`config.mk`:
```
export PLATFORM = sky130hd
export DESIGN_NAME = tone_melody_generator
export DESIGN_NICKNAME = d
export VERILOG_FILES = /design/src/hdl/tmg_pkg.sv /design/src/hdl/tmg_front.sv /design/src/hdl/tmg_cmd_fifo.sv /design/src/hdl/tmg_divider.sv /design/src/hdl/tmg_back.sv /design/src/hdl/tone_melody_generator.sv
export SDC_FILE = /design/constraint.sdc
export NUM_CORES = 2
export LEC_CHECK = 0
export ABC_AREA = 1
export BUFFER_PORTS_ARGS = -buffer_cell sky130_fd_sc_hd__buf_2
export CORE_MARGIN = 1.5
export CORE_UTILIZATION = 40
export CTS_CLUSTER_DIAMETER = 50
export DETAILED_ROUTE_END_ITERATION = 16
export PLACE_DENSITY = 0.56
export SYNTH_ARGS = -nofsm -noshare
export SYNTH_HDL_FRONTEND = slang
export SYNTH_SLANG_ARGS = --single-unit
```
`constraint.sdc`:
```
create_clock -name clk -period 6.7 [get_ports clk]
set_input_delay 0.335 -clock clk [delete_from_list [all_inputs] [get_ports clk]]
set_output_delay 0.335 -clock clk [all_outputs]
set_load 0.03 [all_outputs]
```
`src/hdl/tmg_pkg.sv`:
```
package tmg_pkg;

  // Clock and note queue sizing
  localparam int CLOCK_HZ    = 16000000;
  localparam int QUEUE_DEPTH = 16;
  localparam int PTR_W       = $clog2(2 * QUEUE_DEPTH);
  localparam int PTR_W1      = PTR_W + 1;
  localparam int IDX_W       = (QUEUE_DEPTH > 1) ? $clog2(QUEUE_DEPTH) : 1;

  // Front to back command queue
  localparam int CMDQ_DEPTH = 2;
  localparam int CMDQ_IDX_W = (CMDQ_DEPTH > 1) ? $clog2(CMDQ_DEPTH) : 1;
  localparam int CMDQ_CNT_W = $clog2(CMDQ_DEPTH + 1);

  // Field widths
  localparam int FREQ_W  = 16;
  localparam int DUR_W   = 16;
  localparam int TOTAL_W = 20;
  localparam int HP_W    = 21;
  localparam int PSC_W   = 10;
  localparam int CMP_W   = 8;
  localparam int FD_W    = 29;  // 13-bit in-range frequency times 16-bit duration
  localparam int DIV_W   = FD_W + 1;
  localparam int CNTW    = $clog2(DIV_W + 1);

  // ms to half periods: divide by 1000 as a shift by 3, then a reciprocal
  // multiply for 125, exact for any product below 2^30
  localparam int RECIP_W     = 28;
  localparam int RECIP_SHIFT = 34;
  localparam int MSQ_W       = DIV_W - 3 + RECIP_W;
  localparam logic [RECIP_W-1:0] RECIP_125 = 28'd137438954;

  localparam logic [TOTAL_W-1:0] TOTAL_MAX = '1;

  // Operation codes
  localparam logic [1:0] OP_TICK   = 2'd0;
  localparam logic [1:0] OP_PLAY   = 2'd1;
  localparam logic [1:0] OP_APPEND = 2'd2;
  localparam logic [1:0] OP_START  = 2'd3;

  // Prescaler select codes
  localparam logic [2:0] SEL_NONE = 3'd0;
  localparam logic [2:0] SEL_8    = 3'd1;
  localparam logic [2:0] SEL_32   = 3'd2;
  localparam logic [2:0] SEL_64   = 3'd3;
  localparam logic [2:0] SEL_128  = 3'd4;
  localparam logic [2:0] SEL_1024 = 3'd5;

  localparam logic [FREQ_W-1:0] FREQ_MIN     = 16'd33;
  localparam logic [FREQ_W-1:0] FREQ_MAX     = 16'd8000;
  localparam logic [FREQ_W-1:0] BAND_8_ABOVE  = 16'd4000;
  localparam logic [FREQ_W-1:0] BAND_32_ABOVE = 16'd3000;
  localparam logic [FREQ_W-1:0] BAND_64_ABOVE = 16'd2000;
  localparam logic [FREQ_W-1:0] BAND_128_ABOVE = 16'd500;
  localparam logic [FREQ_W-1:0] MS_PER_S     = 16'd1000;

  // Timer base per band: clock / (2 * N)
  localparam int K_8    = CLOCK_HZ / 2 / 8;
  localparam int K_32   = CLOCK_HZ / 2 / 32;
  localparam int K_64   = CLOCK_HZ / 2 / 64;
  localparam int K_128  = CLOCK_HZ / 2 / 128;
  localparam int K_1024 = CLOCK_HZ / 2 / 1024;

  // Pause notes time at 1 kHz on the /128 prescaler
  localparam int PAUSE_Q = CLOCK_HZ / 2 / 128 / 1000;
  localparam int PAUSE_CMP_I = (PAUSE_Q == 0) ? 0 : ((PAUSE_Q - 1 > 255) ? 255 : PAUSE_Q - 1);
  localparam logic [CMP_W-1:0] PAUSE_CMP = CMP_W'(PAUSE_CMP_I);

  typedef struct packed {
    logic [1:0]        op;
    logic [FREQ_W-1:0] freq;
    logic [DUR_W-1:0]  dur;
  } cmd_item_t;

  typedef struct packed {
    logic               pin_level;
    logic               busy_res;
    logic               range_error;
    logic               queue_full;
    logic [TOTAL_W-1:0] melody_total_ms;
  } res_item_t;

  typedef struct packed {
    logic [FREQ_W-1:0] freq;
    logic [DUR_W-1:0]  dur;
    logic              in_range;
    logic [2:0]        band;
  } note_t;

  typedef struct packed {
    logic [1:0] kind;
    note_t      note;
  } qcmd_t;

  typedef struct packed {
    logic              start;
    logic [DIV_W-1:0]  num;
    logic [FREQ_W-1:0] den;
  } div_req_t;

  typedef struct packed {
    logic             done;
    logic [DIV_W-1:0] quot;
  } div_rsp_t;

  function automatic logic freq_in_range(input logic [FREQ_W-1:0] f);
    return (f >= FREQ_MIN) && (f <= FREQ_MAX);
  endfunction

  function automatic logic [2:0] band_of(input logic [FREQ_W-1:0] f);
    if (f > BAND_8_ABOVE) return SEL_8;
    else if (f > BAND_32_ABOVE) return SEL_32;
    else if (f > BAND_64_ABOVE) return SEL_64;
    else if (f > BAND_128_ABOVE) return SEL_128;
    else return SEL_1024;
  endfunction

  function automatic logic [PSC_W:0] prescale_div(input logic [2:0] sel);
    logic [PSC_W:0] n;
    unique case (sel)
      SEL_8:    n = (PSC_W+1)'(8);
      SEL_32:   n = (PSC_W+1)'(32);
      SEL_64:   n = (PSC_W+1)'(64);
      SEL_128:  n = (PSC_W+1)'(128);
      SEL_1024: n = (PSC_W+1)'(1024);
      default:  n = (PSC_W+1)'(1);
    endcase
    return n;
  endfunction

  function automatic logic [DIV_W-1:0] k_of(input logic [2:0] sel);
    logic [DIV_W-1:0] k;
    unique case (sel)
      SEL_8:    k = DIV_W'(K_8);
      SEL_32:   k = DIV_W'(K_32);
      SEL_64:   k = DIV_W'(K_64);
      SEL_128:  k = DIV_W'(K_128);
      SEL_1024: k = DIV_W'(K_1024);
      default:  k = '0;
    endcase
    return k;
  endfunction

  // Quotient minus one, clamped to the compare register
  function automatic logic [CMP_W-1:0] cmp_sat(input logic [DIV_W-1:0] q);
    logic [DIV_W-1:0] qm1;
    qm1 = q - DIV_W'(1);
    if (q == '0) return '0;
    else if (qm1 > DIV_W'(255)) return CMP_W'(255);
    else return qm1[CMP_W-1:0];
  endfunction

  // Half-period count from 2 * freq * dur
  function automatic logic [HP_W-1:0] halves_of(input logic [DIV_W-1:0] p);
    logic [MSQ_W-1:0] m;
    m = MSQ_W'(p[DIV_W-1:3]) * MSQ_W'(RECIP_125);
    return m[RECIP_SHIFT +: HP_W];
  endfunction

  // Queue pointers run modulo twice the depth
  function automatic logic [PTR_W-1:0] ptr_inc(input logic [PTR_W-1:0] p);
    if (p == PTR_W'(2 * QUEUE_DEPTH - 1)) return '0;
    else return p + PTR_W'(1);
  endfunction

  function automatic logic [IDX_W-1:0] ptr_idx(input logic [PTR_W-1:0] p);
    if (p >= PTR_W'(QUEUE_DEPTH)) return IDX_W'(p - PTR_W'(QUEUE_DEPTH));
    else return IDX_W'(p);
  endfunction

  function automatic logic [PTR_W-1:0] queue_count(input logic [PTR_W-1:0] head,
                                                   input logic [PTR_W-1:0] tail);
    logic [PTR_W1-1:0] diff;
    if (tail >= head) diff = {1'b0, tail} - {1'b0, head};
    else diff = {1'b0, tail} + PTR_W1'(2 * QUEUE_DEPTH) - {1'b0, head};
    return PTR_W'(diff);
  endfunction

endpackage

```
`src/hdl/tmg_front.sv`:
```
module tmg_front (
  input  tmg_pkg::cmd_item_t cmd,
  output tmg_pkg::qcmd_t     qc
);
  import tmg_pkg::*;

  // Band and range do not depend on the pause code, so they are settled here
  always_comb begin
    qc.kind          = cmd.op;
    qc.note.freq     = cmd.freq;
    qc.note.dur      = cmd.dur;
    qc.note.in_range = freq_in_range(cmd.freq);
    qc.note.band     = band_of(cmd.freq);
  end

endmodule

```
`src/hdl/tmg_cmd_fifo.sv`:
```
module tmg_cmd_fifo (
  input  logic           clk,
  input  logic           rst,
  input  logic           push,
  input  tmg_pkg::qcmd_t din,
  output logic           full,
  input  logic           pop,
  output tmg_pkg::qcmd_t dout,
  output logic           empty
);
  import tmg_pkg::*;

  qcmd_t                 slots [CMDQ_DEPTH];
  logic [CMDQ_IDX_W-1:0] wr_ptr;
  logic [CMDQ_IDX_W-1:0] rd_ptr;
  logic [CMDQ_CNT_W-1:0] fill;
  logic                  do_push;
  logic                  do_pop;

  function automatic logic [CMDQ_IDX_W-1:0] inc(input logic [CMDQ_IDX_W-1:0] p);
    if (p == CMDQ_IDX_W'(CMDQ_DEPTH - 1)) return '0;
    else return p + CMDQ_IDX_W'(1);
  endfunction

  assign full    = (fill == CMDQ_CNT_W'(CMDQ_DEPTH));
  assign empty   = (fill == '0);
  assign do_push = push && !full;
  assign do_pop  = pop && !empty;
  assign dout    = slots[rd_ptr];

  always_ff @(posedge clk) begin
    if (do_push) begin
      slots[wr_ptr] <= din;
    end
  end

  always_ff @(posedge clk) begin
    if (rst) begin
      wr_ptr <= '0;
      rd_ptr <= '0;
      fill   <= '0;
    end else begin
      if (do_push) begin
        wr_ptr <= inc(wr_ptr);
      end
      if (do_pop) begin
        rd_ptr <= inc(rd_ptr);
      end
      if (do_push && !do_pop) begin
        fill <= fill + CMDQ_CNT_W'(1);
      end else if (do_pop && !do_push) begin
        fill <= fill - CMDQ_CNT_W'(1);
      end
    end
  end

endmodule

```
`src/hdl/tmg_divider.sv`:
```
module tmg_divider (
  input  logic              clk,
  input  logic              rst,
  input  tmg_pkg::div_req_t req,
  output tmg_pkg::div_rsp_t rsp
);
  import tmg_pkg::*;

  // Restoring divider, one quotient bit per cycle
  logic                busy;
  logic                done;
  logic [CNTW-1:0]     steps;
  logic [DIV_W-1:0]    num_sh;
  logic [DIV_W-1:0]    quot;
  logic [FREQ_W-1:0]   den;
  logic [FREQ_W-1:0]   rem;
  logic [FREQ_W:0]     trial;
  logic                qbit;

  always_comb begin
    trial = {rem, num_sh[DIV_W-1]};
    qbit  = (trial >= {1'b0, den});
  end

  always_ff @(posedge clk) begin
    if (rst) begin
      busy  <= 1'b0;
      done  <= 1'b0;
      steps <= '0;
    end else if (req.start) begin
      busy  <= 1'b1;
      done  <= 1'b0;
      steps <= CNTW'(DIV_W);
    end else if (busy) begin
      steps <= steps - CNTW'(1);
      if (steps == CNTW'(1)) begin
        busy <= 1'b0;
        done <= 1'b1;
      end
    end else begin
      done <= 1'b0;
    end
  end

  always_ff @(posedge clk) begin
    if (req.start) begin
      num_sh <= req.num;
      den    <= req.den;
      rem    <= '0;
      quot   <= '0;
    end else if (busy) begin
      num_sh <= {num_sh[DIV_W-2:0], 1'b0};
      quot   <= {quot[DIV_W-2:0], qbit};
      if (qbit) begin
        rem <= FREQ_W'(trial - {1'b0, den});
      end else begin
        rem <= trial[FREQ_W-1:0];
      end
    end
  end

  assign rsp.done = done;
  assign rsp.quot = quot;

endmodule

```
`src/hdl/tmg_back.sv`:
```
module tmg_back (
  input  logic               clk,
  input  logic               rst,
  input  logic [15:0]        pause_code,
  input  logic               qc_valid,
  input  tmg_pkg::qcmd_t     qc,
  output logic               qc_pop,
  output tmg_pkg::div_req_t  div_req,
  input  tmg_pkg::div_rsp_t  div_rsp,
  output logic               res_valid,
  input  logic               res_ready,
  output tmg_pkg::res_item_t res
);
  import tmg_pkg::*;

  localparam logic [2:0] ST_IDLE      = 3'd0;
  localparam logic [2:0] ST_ADV_CHECK = 3'd1;
  localparam logic [2:0] ST_ADV_READ  = 3'd2;
  localparam logic [2:0] ST_ARM       = 3'd3;
  localparam logic [2:0] ST_DIV_CMP   = 3'd4;
  localparam logic [2:0] ST_ARM_FIN   = 3'd6;

  logic [2:0]         state, state_next;
  logic [PSC_W-1:0]   prescale_counter, prescale_counter_next;
  logic [2:0]         prescale_select, prescale_select_next;
  logic [CMP_W-1:0]   compare_counter, compare_counter_next;
  logic [CMP_W-1:0]   compare_value, compare_value_next;
  logic [HP_W-1:0]    half_periods_left, half_periods_left_next;
  logic               silent_flag, silent_flag_next;
  logic               running_flag, running_flag_next;
  logic               output_level, output_level_next;
  logic [PTR_W-1:0]   head, head_next;
  logic [PTR_W-1:0]   tail, tail_next;
  logic [TOTAL_W-1:0] queued_total, queued_total_next;
  logic [TOTAL_W-1:0] pend_total, pend_total_next;
  note_t              note, note_next;
  logic [DIV_W-1:0]   prod, prod_next;
  logic [HP_W-1:0]    cnt, cnt_next;
  logic [2:0]         arm_sel, arm_sel_next;
  logic               arm_silent, arm_silent_next;

  note_t              mem [QUEUE_DEPTH];
  note_t              mem_rd;
  logic               mem_we;

  logic               out_free;
  logic               emit;
  logic               err;
  logic               full;
  res_item_t          res_next;
  logic [PTR_W-1:0]   count;
  logic [PSC_W:0]     pc_inc;
  logic [HP_W-1:0]    hp_dec;
  logic [TOTAL_W:0]   total_sum;
  logic [FD_W-1:0]    fd;

  always_ff @(posedge clk) begin
    if (mem_we) begin
      mem[ptr_idx(tail)] <= qc.note;
    end
    mem_rd <= mem[ptr_idx(head)];
  end

  always_comb begin
    state_next             = state;
    prescale_counter_next  = prescale_counter;
    prescale_select_next   = prescale_select;
    compare_counter_next   = compare_counter;
    compare_value_next     = compare_value;
    half_periods_left_next = half_periods_left;
    silent_flag_next       = silent_flag;
    running_flag_next      = running_flag;
    output_level_next      = output_level;
    head_next              = head;
    tail_next              = tail;
    queued_total_next      = queued_total;
    pend_total_next        = pend_total;
    note_next              = note;
    prod_next              = prod;
    cnt_next               = cnt;
    arm_sel_next           = arm_sel;
    arm_silent_next        = arm_silent;
    qc_pop                 = 1'b0;
    mem_we                 = 1'b0;
    emit                   = 1'b0;
    err                    = 1'b0;
    full                   = 1'b0;
    div_req                = '0;

    out_free  = !res_valid || res_ready;
    count     = queue_count(head, tail);
    pc_inc    = {1'b0, prescale_counter} + (PSC_W+1)'(1);
    hp_dec    = half_periods_left - HP_W'(1);
    total_sum = {1'b0, queued_total} + (TOTAL_W+1)'(qc.note.dur);
    fd        = FD_W'(note.freq[12:0]) * FD_W'(note.dur);

    unique case (state)
      ST_IDLE: begin
        // a beat is taken only while the result slot is free or draining
        if (qc_valid && out_free) begin
          qc_pop          = 1'b1;
          pend_total_next = '0;
          unique case (qc.kind)
            OP_TICK: begin
              emit = 1'b1;
              if (running_flag) begin
                if (pc_inc >= prescale_div(prescale_select)) begin
                  prescale_counter_next = '0;
                  if (compare_counter == compare_value) begin
                    compare_counter_next   = '0;
                    half_periods_left_next = hp_dec;
                    if (hp_dec != '0) begin
                      if (!silent_flag) begin
                        output_level_next = !output_level;
                      end
                    end else begin
                      emit       = 1'b0;
                      state_next = ST_ADV_CHECK;
                    end
                  end else begin
                    compare_counter_next = compare_counter + CMP_W'(1);
                  end
                end else begin
                  prescale_counter_next = pc_inc[PSC_W-1:0];
                end
              end
            end
            OP_PLAY: begin
              head_next         = tail;
              queued_total_next = '0;
              note_next         = qc.note;
              state_next        = ST_ARM;
            end
            OP_APPEND: begin
              emit = 1'b1;
              if (count == PTR_W'(QUEUE_DEPTH)) begin
                full = 1'b1;
              end else begin
                mem_we    = 1'b1;
                tail_next = ptr_inc(tail);
                if (total_sum > {1'b0, TOTAL_MAX}) begin
                  queued_total_next = TOTAL_MAX;
                end else begin
                  queued_total_next = total_sum[TOTAL_W-1:0];
                end
              end
            end
            OP_START: begin
              pend_total_next   = queued_total;
              queued_total_next = '0;
              state_next        = ST_ADV_CHECK;
            end
            default: begin
              state_next = ST_IDLE;
            end
          endcase
        end
      end

      ST_ADV_CHECK: begin
        if (count == '0) begin
          running_flag_next      = 1'b0;
          prescale_select_next   = SEL_NONE;
          prescale_counter_next  = '0;
          compare_counter_next   = '0;
          compare_value_next     = '0;
          half_periods_left_next = '0;
          output_level_next      = 1'b0;
          emit                   = 1'b1;
          state_next             = ST_IDLE;
        end else begin
          head_next  = ptr_inc(head);
          state_next = ST_ADV_READ;
        end
      end

      ST_ADV_READ: begin
        note_next  = mem_rd;
        state_next = ST_ARM;
      end

      ST_ARM: begin
        running_flag_next      = 1'b0;
        prescale_select_next   = SEL_NONE;
        prescale_counter_next  = '0;
        compare_counter_next   = '0;
        compare_value_next     = '0;
        half_periods_left_next = '0;
        if (note.freq == pause_code) begin
          compare_value_next = PAUSE_CMP;
          cnt_next           = {{(HP_W-DUR_W-1){1'b0}}, note.dur, 1'b0};
          arm_sel_next       = SEL_128;
          arm_silent_next    = 1'b1;
          state_next         = ST_ARM_FIN;
        end else if (!note.in_range) begin
          // out of band: stop and drop whatever is queued
          head_next  = tail;
          err        = 1'b1;
          emit       = 1'b1;
          state_next = ST_IDLE;
        end else begin
          prod_next       = {fd, 1'b0};
          div_req.start   = 1'b1;
          div_req.num     = k_of(note.band);
          div_req.den     = note.freq;
          arm_sel_next    = note.band;
          arm_silent_next = 1'b0;
          state_next      = ST_DIV_CMP;
        end
      end

      ST_DIV_CMP: begin
        if (div_rsp.done) begin
          compare_value_next = cmp_sat(div_rsp.quot);
          cnt_next           = halves_of(prod);
          state_next         = ST_ARM_FIN;
        end
      end

      ST_ARM_FIN: begin
        // zero-length note ends at once and the next one is tried
        if (cnt == '0) begin
          state_next = ST_ADV_CHECK;
        end else begin
          half_periods_left_next = cnt;
          prescale_select_next   = arm_sel;
          running_flag_next      = 1'b1;
          silent_flag_next       = arm_silent;
          emit                   = 1'b1;
          state_next             = ST_IDLE;
        end
      end

      default: begin
        state_next = ST_IDLE;
      end
    endcase

    res_next.pin_level       = output_level_next;
    res_next.busy_res        = running_flag_next;
    res_next.range_error     = err;
    res_next.queue_full      = full;
    res_next.melody_total_ms = pend_total_next;
  end

  always_ff @(posedge clk) begin
    if (rst) begin
      state             <= ST_IDLE;
      prescale_counter  <= '0;
      prescale_select   <= SEL_NONE;
      compare_counter   <= '0;
      compare_value     <= '0;
      half_periods_left <= '0;
      silent_flag       <= 1'b0;
      running_flag      <= 1'b0;
      output_level      <= 1'b0;
      head              <= '0;
      tail              <= '0;
      queued_total      <= '0;
      res_valid         <= 1'b0;
    end else begin
      state             <= state_next;
      prescale_counter  <= prescale_counter_next;
      prescale_select   <= prescale_select_next;
      compare_counter   <= compare_counter_next;
      compare_value     <= compare_value_next;
      half_periods_left <= half_periods_left_next;
      silent_flag       <= silent_flag_next;
      running_flag      <= running_flag_next;
      output_level      <= output_level_next;
      head              <= head_next;
      tail              <= tail_next;
      queued_total      <= queued_total_next;
      if (emit) begin
        res_valid <= 1'b1;
      end else if (res_ready) begin
        res_valid <= 1'b0;
      end
    end
  end

  always_ff @(posedge clk) begin
    pend_total <= pend_total_next;
    note       <= note_next;
    prod       <= prod_next;
    cnt        <= cnt_next;
    arm_sel    <= arm_sel_next;
    arm_silent <= arm_silent_next;
    if (emit) begin
      res <= res_next;
    end
  end

endmodule

```
`src/hdl/tone_melody_generator.sv`:
```
// Square-wave tone generator with a note queue.
// cmd channel (valid/ready): op 0 is one clock tick, op 1 plays a single note,
// op 2 appends a note to the melody queue, op 3 starts the melody.
// res channel (valid/ready): exactly one result beat per cmd beat, in order,
// carrying the pin level, busy, range error, queue full and, on start, the
// total queued duration in ms.
// APB port: register 0 at address 0 holds the pause code (16 bits).
// Ticks and appends run at one beat per cycle while res_ready stays high
// and no note is being armed. Arming a note (play, start, or a tick that
// ends a note and moves on to the next queued one) runs the bit-serial
// divider that works out the compare value; the half-period count comes
// from a reciprocal multiply meanwhile. Every zero-length note skipped in
// the queue adds another such pass; a pause note is armed without the divider.
// A two-beat command queue sits between the decoder and the sequencer, and
// the result register holds one beat: when res_ready is low the sequencer
// waits and the command queue fills, then cmd_ready drops.
// Synchronous reset stops the generator, drives the pin low, empties the
// melody queue and clears the pause code; no clearing pass is needed.
module tone_melody_generator (
  input  logic               clk,
  input  logic               rst,
  input  logic               cmd_valid,
  output logic               cmd_ready,
  input  tmg_pkg::cmd_item_t cmd,
  output logic               res_valid,
  input  logic               res_ready,
  output tmg_pkg::res_item_t res,
  input  logic               psel,
  input  logic               penable,
  input  logic               pwrite,
  input  logic [2:0]         paddr,
  input  logic [31:0]        pwdata,
  output logic [31:0]        prdata,
  output logic               pready
);
  import tmg_pkg::*;

  localparam logic REG_PAUSE_CODE = 1'b0;

  logic [15:0] pause_code;
  qcmd_t       fq_in;
  qcmd_t       fq_out;
  logic        fq_full;
  logic        fq_empty;
  logic        fq_pop;
  div_req_t    div_req;
  div_rsp_t    div_rsp;

  assign pready = 1'b1;

  always_ff @(posedge clk) begin
    if (rst) begin
      pause_code <= '0;
    end else if (psel && penable && pwrite && pready && (paddr[2] == REG_PAUSE_CODE)) begin
      pause_code <= pwdata[15:0];
    end
  end

  always_comb begin
    if (paddr[2] == REG_PAUSE_CODE) begin
      prdata = {16'b0, pause_code};
    end else begin
      prdata = '0;
    end
  end

  assign cmd_ready = !fq_full;

  tmg_front u_front (
    .cmd (cmd),
    .qc  (fq_in)
  );

  tmg_cmd_fifo u_fifo (
    .clk   (clk),
    .rst   (rst),
    .push  (cmd_valid && cmd_ready),
    .din   (fq_in),
    .full  (fq_full),
    .pop   (fq_pop),
    .dout  (fq_out),
    .empty (fq_empty)
  );

  tmg_divider u_div (
    .clk (clk),
    .rst (rst),
    .req (div_req),
    .rsp (div_rsp)
  );

  tmg_back u_back (
    .clk        (clk),
    .rst        (rst),
    .pause_code (pause_code),
    .qc_valid   (!fq_empty),
    .qc         (fq_out),
    .qc_pop     (fq_pop),
    .div_req    (div_req),
    .div_rsp    (div_rsp),
    .res_valid  (res_valid),
    .res_ready  (res_ready),
    .res        (res)
  );

endmodule

```
Word level (Yosys, flattened, before mapping)
Memory sizes are Yosys's and may differ from the RTL's. A register that Yosys moved wholly into a read port is not among the register bits.
Cells that the tools add are included.
Widths: inputs -> output; s select.
{"block": "totals", "n_memories": 2, "mem_bits_rw": 652, "word_cells": 310, "input_bits": 76, "reg_bits": 340}
{"name": "u_back.mem", "depth": 16, "word_bits": 36, "read_ports": 1, "rd_ports_with_merged_regs": 1, "wr": 1, "line": "tmg_back.sv:42", "source": "note_t mem [QUEUE_DEPTH];"}
{"name": "u_fifo.slots", "depth": 2, "word_bits": 38, "read_ports": 1, "rd_ports_with_merged_regs": 1, "wr": 1, "line": "tmg_cmd_fifo.sv:13", "source": "qcmd_t slots [CMDQ_DEPTH];"}
{"block": "classes", "mux": 131, "mul": 2, "n_eq_ne": 44, "n_reduce_logical": 54, "bitwise_logic": 7, "order_cmp": 13, "addsub": 18}
{"op": "$mux 21", "count": 9}
{"op": "$mux 47", "count": 3}
{"op": "$mux 20", "count": 5}
{"op": "$pmux 20 s5", "count": 1}
{"op": "$pmux 21 s4", "count": 1}
{"op": "$mux 36", "count": 2}
{"op": "$mux 8", "count": 9}
{"op": "$pmux 36 s2", "count": 1}
{"op": "$mux 30", "count": 2}
{"op": "$pmux 11 s5", "count": 1}
{"op": "$mul 27x27->54 const B", "count": 1}
{"op": "$mux 10", "count": 5}
{"op": "$mux 5", "count": 10}
{"op": "$pmux 8 s3", "count": 2}
{"op": "$mux 11", "count": 4}
{"op": "$mux 1", "count": 42}
{"op": "$mux 3", "count": 14}
{"op": "$pmux 21 s2", "count": 1}
{"op": "$pmux 20 s2", "count": 1}
{"op": "$gt 16x12->1 const B", "count": 2}
{"op": "$mux 16", "count": 2}
{"op": "$gt 30x8->1 const B", "count": 1}
{"op": "$logic_not 30->1", "count": 1}
{"op": "$pmux 10 s3", "count": 1}
{"op": "other kinds (67)", "count": 148}

Logic depth before layout (Yosys ltp)
{"block": "depth", "word_depth": 13, "ltp_mapped": 27, "mapped_depth_nobuf": 26}

By module
From an unflattened synthesis, not the netlist that was laid out.
{"block": "hier_totals", "hier_cells": 6557, "hier_area_um2": 64379.2}
{"mod": "tmg_back", "instances": 1, "area_per_inst_um2": 54710.0, "cells_each": 5511}
{"mod": "tmg_divider", "instances": 1, "area_per_inst_um2": 4855.9, "cells_each": 601}
{"mod": "tmg_cmd_fifo", "instances": 1, "area_per_inst_um2": 3070.4, "cells_each": 155}
{"mod": "tone_melody_generator", "instances": 1, "area_per_inst_um2": 1082.3, "cells_each": 165}
{"mod": "tmg_front", "instances": 1, "area_per_inst_um2": 660.6, "cells_each": 125}

Least setup slack after synthesis
No wires, ideal clock.
{"block": "synth_path", "path_type": "flip-flop to flip-flop", "startpoint": "register u_back.prod[28]", "endpoint": "register u_back.cnt[13], data pin", "n_path_buf": 0, "synth_period_minus_slack_ns": 5.621, "path_slack_ns": 1.079, "arrival_ns": 5.367, "setup_ns": 0.254, "stages_incl_launch_ff": 22, "cell_sequence": "edfxtp_1 -> ha_1 -> inv_1 -> fa_1 -> inv_1 -> ha_1 -> fa_1 -> fa_1 -> fa_1 -> inv_1 -> fa_1 -> inv_1 -> ha_1 -> a21o_1 -> a31oi_1 -> o21ai_0 -> a21oi_1 -> nand3_1 -> a21o_1 -> or2_2 -> nand3_1 -> nand2_1"}
{"block": "synth_between", "elab_chain_len": 3}
{"element": "start, declared", "line": "tmg_back.sv:37", "source": "logic [DIV_W-1:0] prod, prod_next;"}
{"element": "start signal, assigned", "line": "tmg_back.sv:285", "source": "prod <= prod_next;"}
{"element": "$mul 27x27->54", "line": "tmg_pkg.sv:156", "source": "m = MSQ_W'(p[DIV_W-1:3]) * MSQ_W'(RECIP_125);"}
{"element": "$mux 21", "line": "tmg_back.sv:213", "source": "if (div_rsp.done) begin"}
{"element": "$pmux 21 s2", "line": "tmg_back.sv:97", "source": "unique case (state)"}
{"element": "net u_back.cnt_next[13]", "line": "tmg_back.sv:38", "source": "logic [HP_W-1:0] cnt, cnt_next;"}
{"element": "end signal, assigned", "line": "tmg_back.sv:286", "source": "cnt <= cnt_next;"}
{"element": "end, declared", "line": "tmg_back.sv:38"}
The timed path passes the listed nets, and every way through them passes these cells. The select of a mux whose other input is x is not followed.
A chain may end at the register's enable or synchronous reset.

Worst setup path in the final report
{"block": "layout_path", "startpoint": "register u_back.prod[21]", "endpoint": "register u_back.cnt[16], data pin"}
Same word-level chain as after synthesis.

==> results.sh <==
export IMPL_setup_violations=0
export IMPL_worstSetupEndpointType="flip-flop"
export IMPL_die_h_um=395.2
export IMPL_crit_start="u_back.prod[21]"
export IMPL_start_util=0.4041
export IMPL_area_growth_pct=12.22
export IMPL_min_to="pause_code[12]"
export IMPL_place_gp_congestion=0.9148
export IMPL_synth_seq_cells=1025
export IMPL_core_sq_um=152300
export IMPL_slew_viol_final=0
export IMPL_drtAntennaViolNets=0
export IMPL_die_w_um=395.2
export IMPL_h_tree_depth=3
export IMPL_worstSetupStartpointType="flip-flop"
export IMPL_worst_pin_slew_ns=1.155
export IMPL_critPathRequiredTime_ns=7.16
export IMPL_yosysTopAreaCell="edfxtp_1"
export IMPL_synth_commonest_cells="inv_1 (964), nand2_1 (930), edfxtp_1 (808)"
export IMPL_stdcell_area_sq_um=69050
export IMPL_antenna_found_initial=3
export IMPL_track_usage=0.2144
export IMPL_synth_mux_area_frac=0.01334
export IMPL_hold_slack_ns=0.1014
export IMPL_synth_avg_cell_area_sq_um=9.980
export IMPL_syn_inst=6165
export IMPL_grt_ovfl_total=0
export IMPL_finish_net_count=7164
export IMPL_synth_compound_area_frac=0.08952
export IMPL_dp_slack_ns=0.3723
export IMPL_wirelength_mm=168.1
export IMPL_clk_pin_slew_worst_paths_ns=0.06
export IMPL_synth_adder_area_share=0.2093
export IMPL_dieArea_sq_um=156200
export IMPL_ys_seq_area_frac=0.4650
export IMPL_grt_pass1_vias=43540
export IMPL_async_flop_share=0
export IMPL_status="finished clean"
export IMPL_crit_type="flip-flop to flip-flop"
export IMPL_synth_edf_count=808
export IMPL_rows=143
export IMPL_min_path_type="input pin to flip-flop"
export IMPL_synth_top_family_by_area="adder cells"
export IMPL_rsz0062_at_grt="false"
export IMPL_yosysWarningCount=0
export IMPL_cap_viol_max_count=0
export IMPL_netlist_area_sq_um=61530
export IMPL_wl_per_cell_um=19.96
export IMPL_num_io_pins=135
export IMPL_hp_start="pwdata[12]"
export IMPL_grt_pass1_wl_mm=258.5
export IMPL_crit_arrival_ns=6.83
export IMPL_finalCritPeriodShare=0.9504
export IMPL_cts_buffer_depth=3
export IMPL_insertion_delay_ns=0.78
export IMPL_numCtsBuffers=116
export IMPL_r2r_start="u_back.prod[21]"
export IMPL_hold_viol_final=0
export IMPL_rrSetupSlack_ns=0.33
export IMPL_synthTopCellsByArea="edfxtp_1 (39%), fa_1 (12%), ha_1 (8.5%), dfxtp_1 (7.1%), inv_1 (5.9%)"
export IMPL_fmax_mhz=157.0
export IMPL_finalClockSkew_ns=0.07170
export IMPL_fin_crit_ns=6.368
export IMPL_viasPerCell=5.210
export IMPL_drive_above_1_share=0.08185
export IMPL_critical_path_max_fanout=8
export IMPL_clockRootBuffer="clkbuf_16"
export IMPL_synthFlopType="edfxtp_1"
export IMPL_io_buffers=99
export IMPL_drtPass1Iterations=6
export IMPL_max_slew_margin=0.2285
export IMPL_post_cts_buffers=0
export IMPL_r2r_cells=20
export IMPL_hold_depth=3
export IMPL_drc=0
export IMPL_synth_top_area_share=0.3944
export IMPL_vias=43880
export IMPL_ys_types=60
export IMPL_post_dp_hpwl_mm=114.7
export IMPL_cts_tree="done"
export IMPL_place_area_sq_um=64500
export IMPL_synth_xor_area_share=0.01566
export IMPL_cts_sinks=1025
export IMPL_drt_iter0_markers=3302
export IMPL_finalWorstSetupSlack_ns=0.3325
export IMPL_fin_tns_setup_ns=0
export IMPL_grt_start_max_net_pins=164
export IMPL_yosysMostFrequentCell="inv_1"
export IMPL_synth_simple_area_share=0.1311
export IMPL_regToRegEndpoint="u_back.cnt[16]"
==> layer usage <==
metal / track usage / vias to the layer above / share of wire
li1: - / 20710 / -
met1: 0.3040 / 21670 / 0.46
met2: 0.3380 / 1240 / 0.45
met3: 0.03621 / 261 / 0.063
met4: 0.05948 / 2 / 0.028
met5: 0 / - / 0.000077
==> cell families (layout without fill, tap and decap cells) <==
| group | after synthesis | count (layout) |
|---|---|---|
| AO/OA/AOI/OAI | 963 | 963 |
| XOR/XNOR | 110 | 110 |
| adder cells (fa/ha/maj) | 800 | 800 |
| buffers and inverters | 1215 | 1425 |
| flip-flops | 1025 | 1025 |
| multiplexers | 73 | 73 |
| other | 2 | 19 |
| AND/OR/NAND/NOR | 1977 | 1977 |
==> what timing repair did <==
action / CTS / global route
hold buffers: 47 / 0
endpoints found under the hold margin: 83 / 0
resized for setup: 0 / 0
==> area by class of cell <==
type / count / area, sq um
flip-flops and latches: 1025 / 28620
fillers: 14420 / 83220
diodes: 2 / 5.005
multi-input cells: 3940 / 28470
well taps: 2030 / 2540
inverters: 981 / 3697
clock buffers: 161 / 3274
repair buffers: 224 / 1652
clock inverters: 59 / 793.3
==> state kept, by name, summed over array words and instances (netlist names), 8 cells and up, named ones only <==
signal	cells
u_div.rem	16
u_div.den	16
u_back.mem_rd	36
u_back.pend_total	20
u_back.compare_value	8
u_div.num_sh	28
u_fifo.slots	76
u_div.quot	30
u_back.note	36
u_back.cnt	21
u_back.res	24
u_back.queued_total	20
u_back.compare_counter	8
u_back.half_periods_left	21
u_back.prescale_counter	10
u_back.mem	576
pause_code	16
u_back.prod	27
==> metrics by stage <==
step | util | std cells
3_5_place_dp | 0.4236 | 8153
4_1_cts | 0.4534 | 8420
5_1_grt | 0.4534 | 8420
6_report | 0.4535 | 8422
2_1_floorplan | - | 6180
3_3_place_gp | 0.4236 | 8153
==> worst max-delay path, cell delays in order (launching register included) <==
cell,delay (ns)
edfxtp_1,0.59
ha_1,0.45
fa_1,0.47
ha_1,0.30
fa_1,0.54
fa_1,0.46
fa_1,0.56
inv_1,0.06
fa_1,0.62
inv_1,0.10
ha_1,0.35
nand2_1,0.08
nand2_1,0.07
a21oi_1,0.26
o21ai_0,0.16
a31oi_1,0.21
nand3_1,0.22
a21o_1,0.22
or2_2,0.27
nand3_1,0.07
nand2_1,0.05
==> placed cells by master (no fill, tap or decap), types with 35 or more instances in the layout <==
master         instances
nand3_1              210
o21ai_0              449
dlygate4sd3_1         47
inv_1                963
nand2_1              929
nor3_1                36
buf_2                 99
a21oi_1              201
xor2_1                69
nor2_1               674
clkbuf_16            118
xnor2_1               41
buf_4                 70
o22ai_1              116
mux2_2                72
dfxtp_1              213
fa_1                 382
o221ai_1              61
nand4_1               35
ha_1                 418
edfxtp_1             808
==> worst max-delay path by stage <==
stage / end / slack (ns) / cells past startpoint
after floorplan: u_back.cnt[13] / 1.08 / 21
after global placement: u_back.cnt[16] / 0.37 / 22
after detailed placement: u_back.cnt[16] / 0.37 / 22
after CTS: u_back.cnt[16] / 0.36 / 22
after global routing: u_back.cnt[19] / 0.1 / 24
final: u_back.cnt[16] / 0.33 / 20
Power is left out: the tool's default activity adds up to more than one toggle a clock period on the data nets, which glitch-free logic cannot reach.
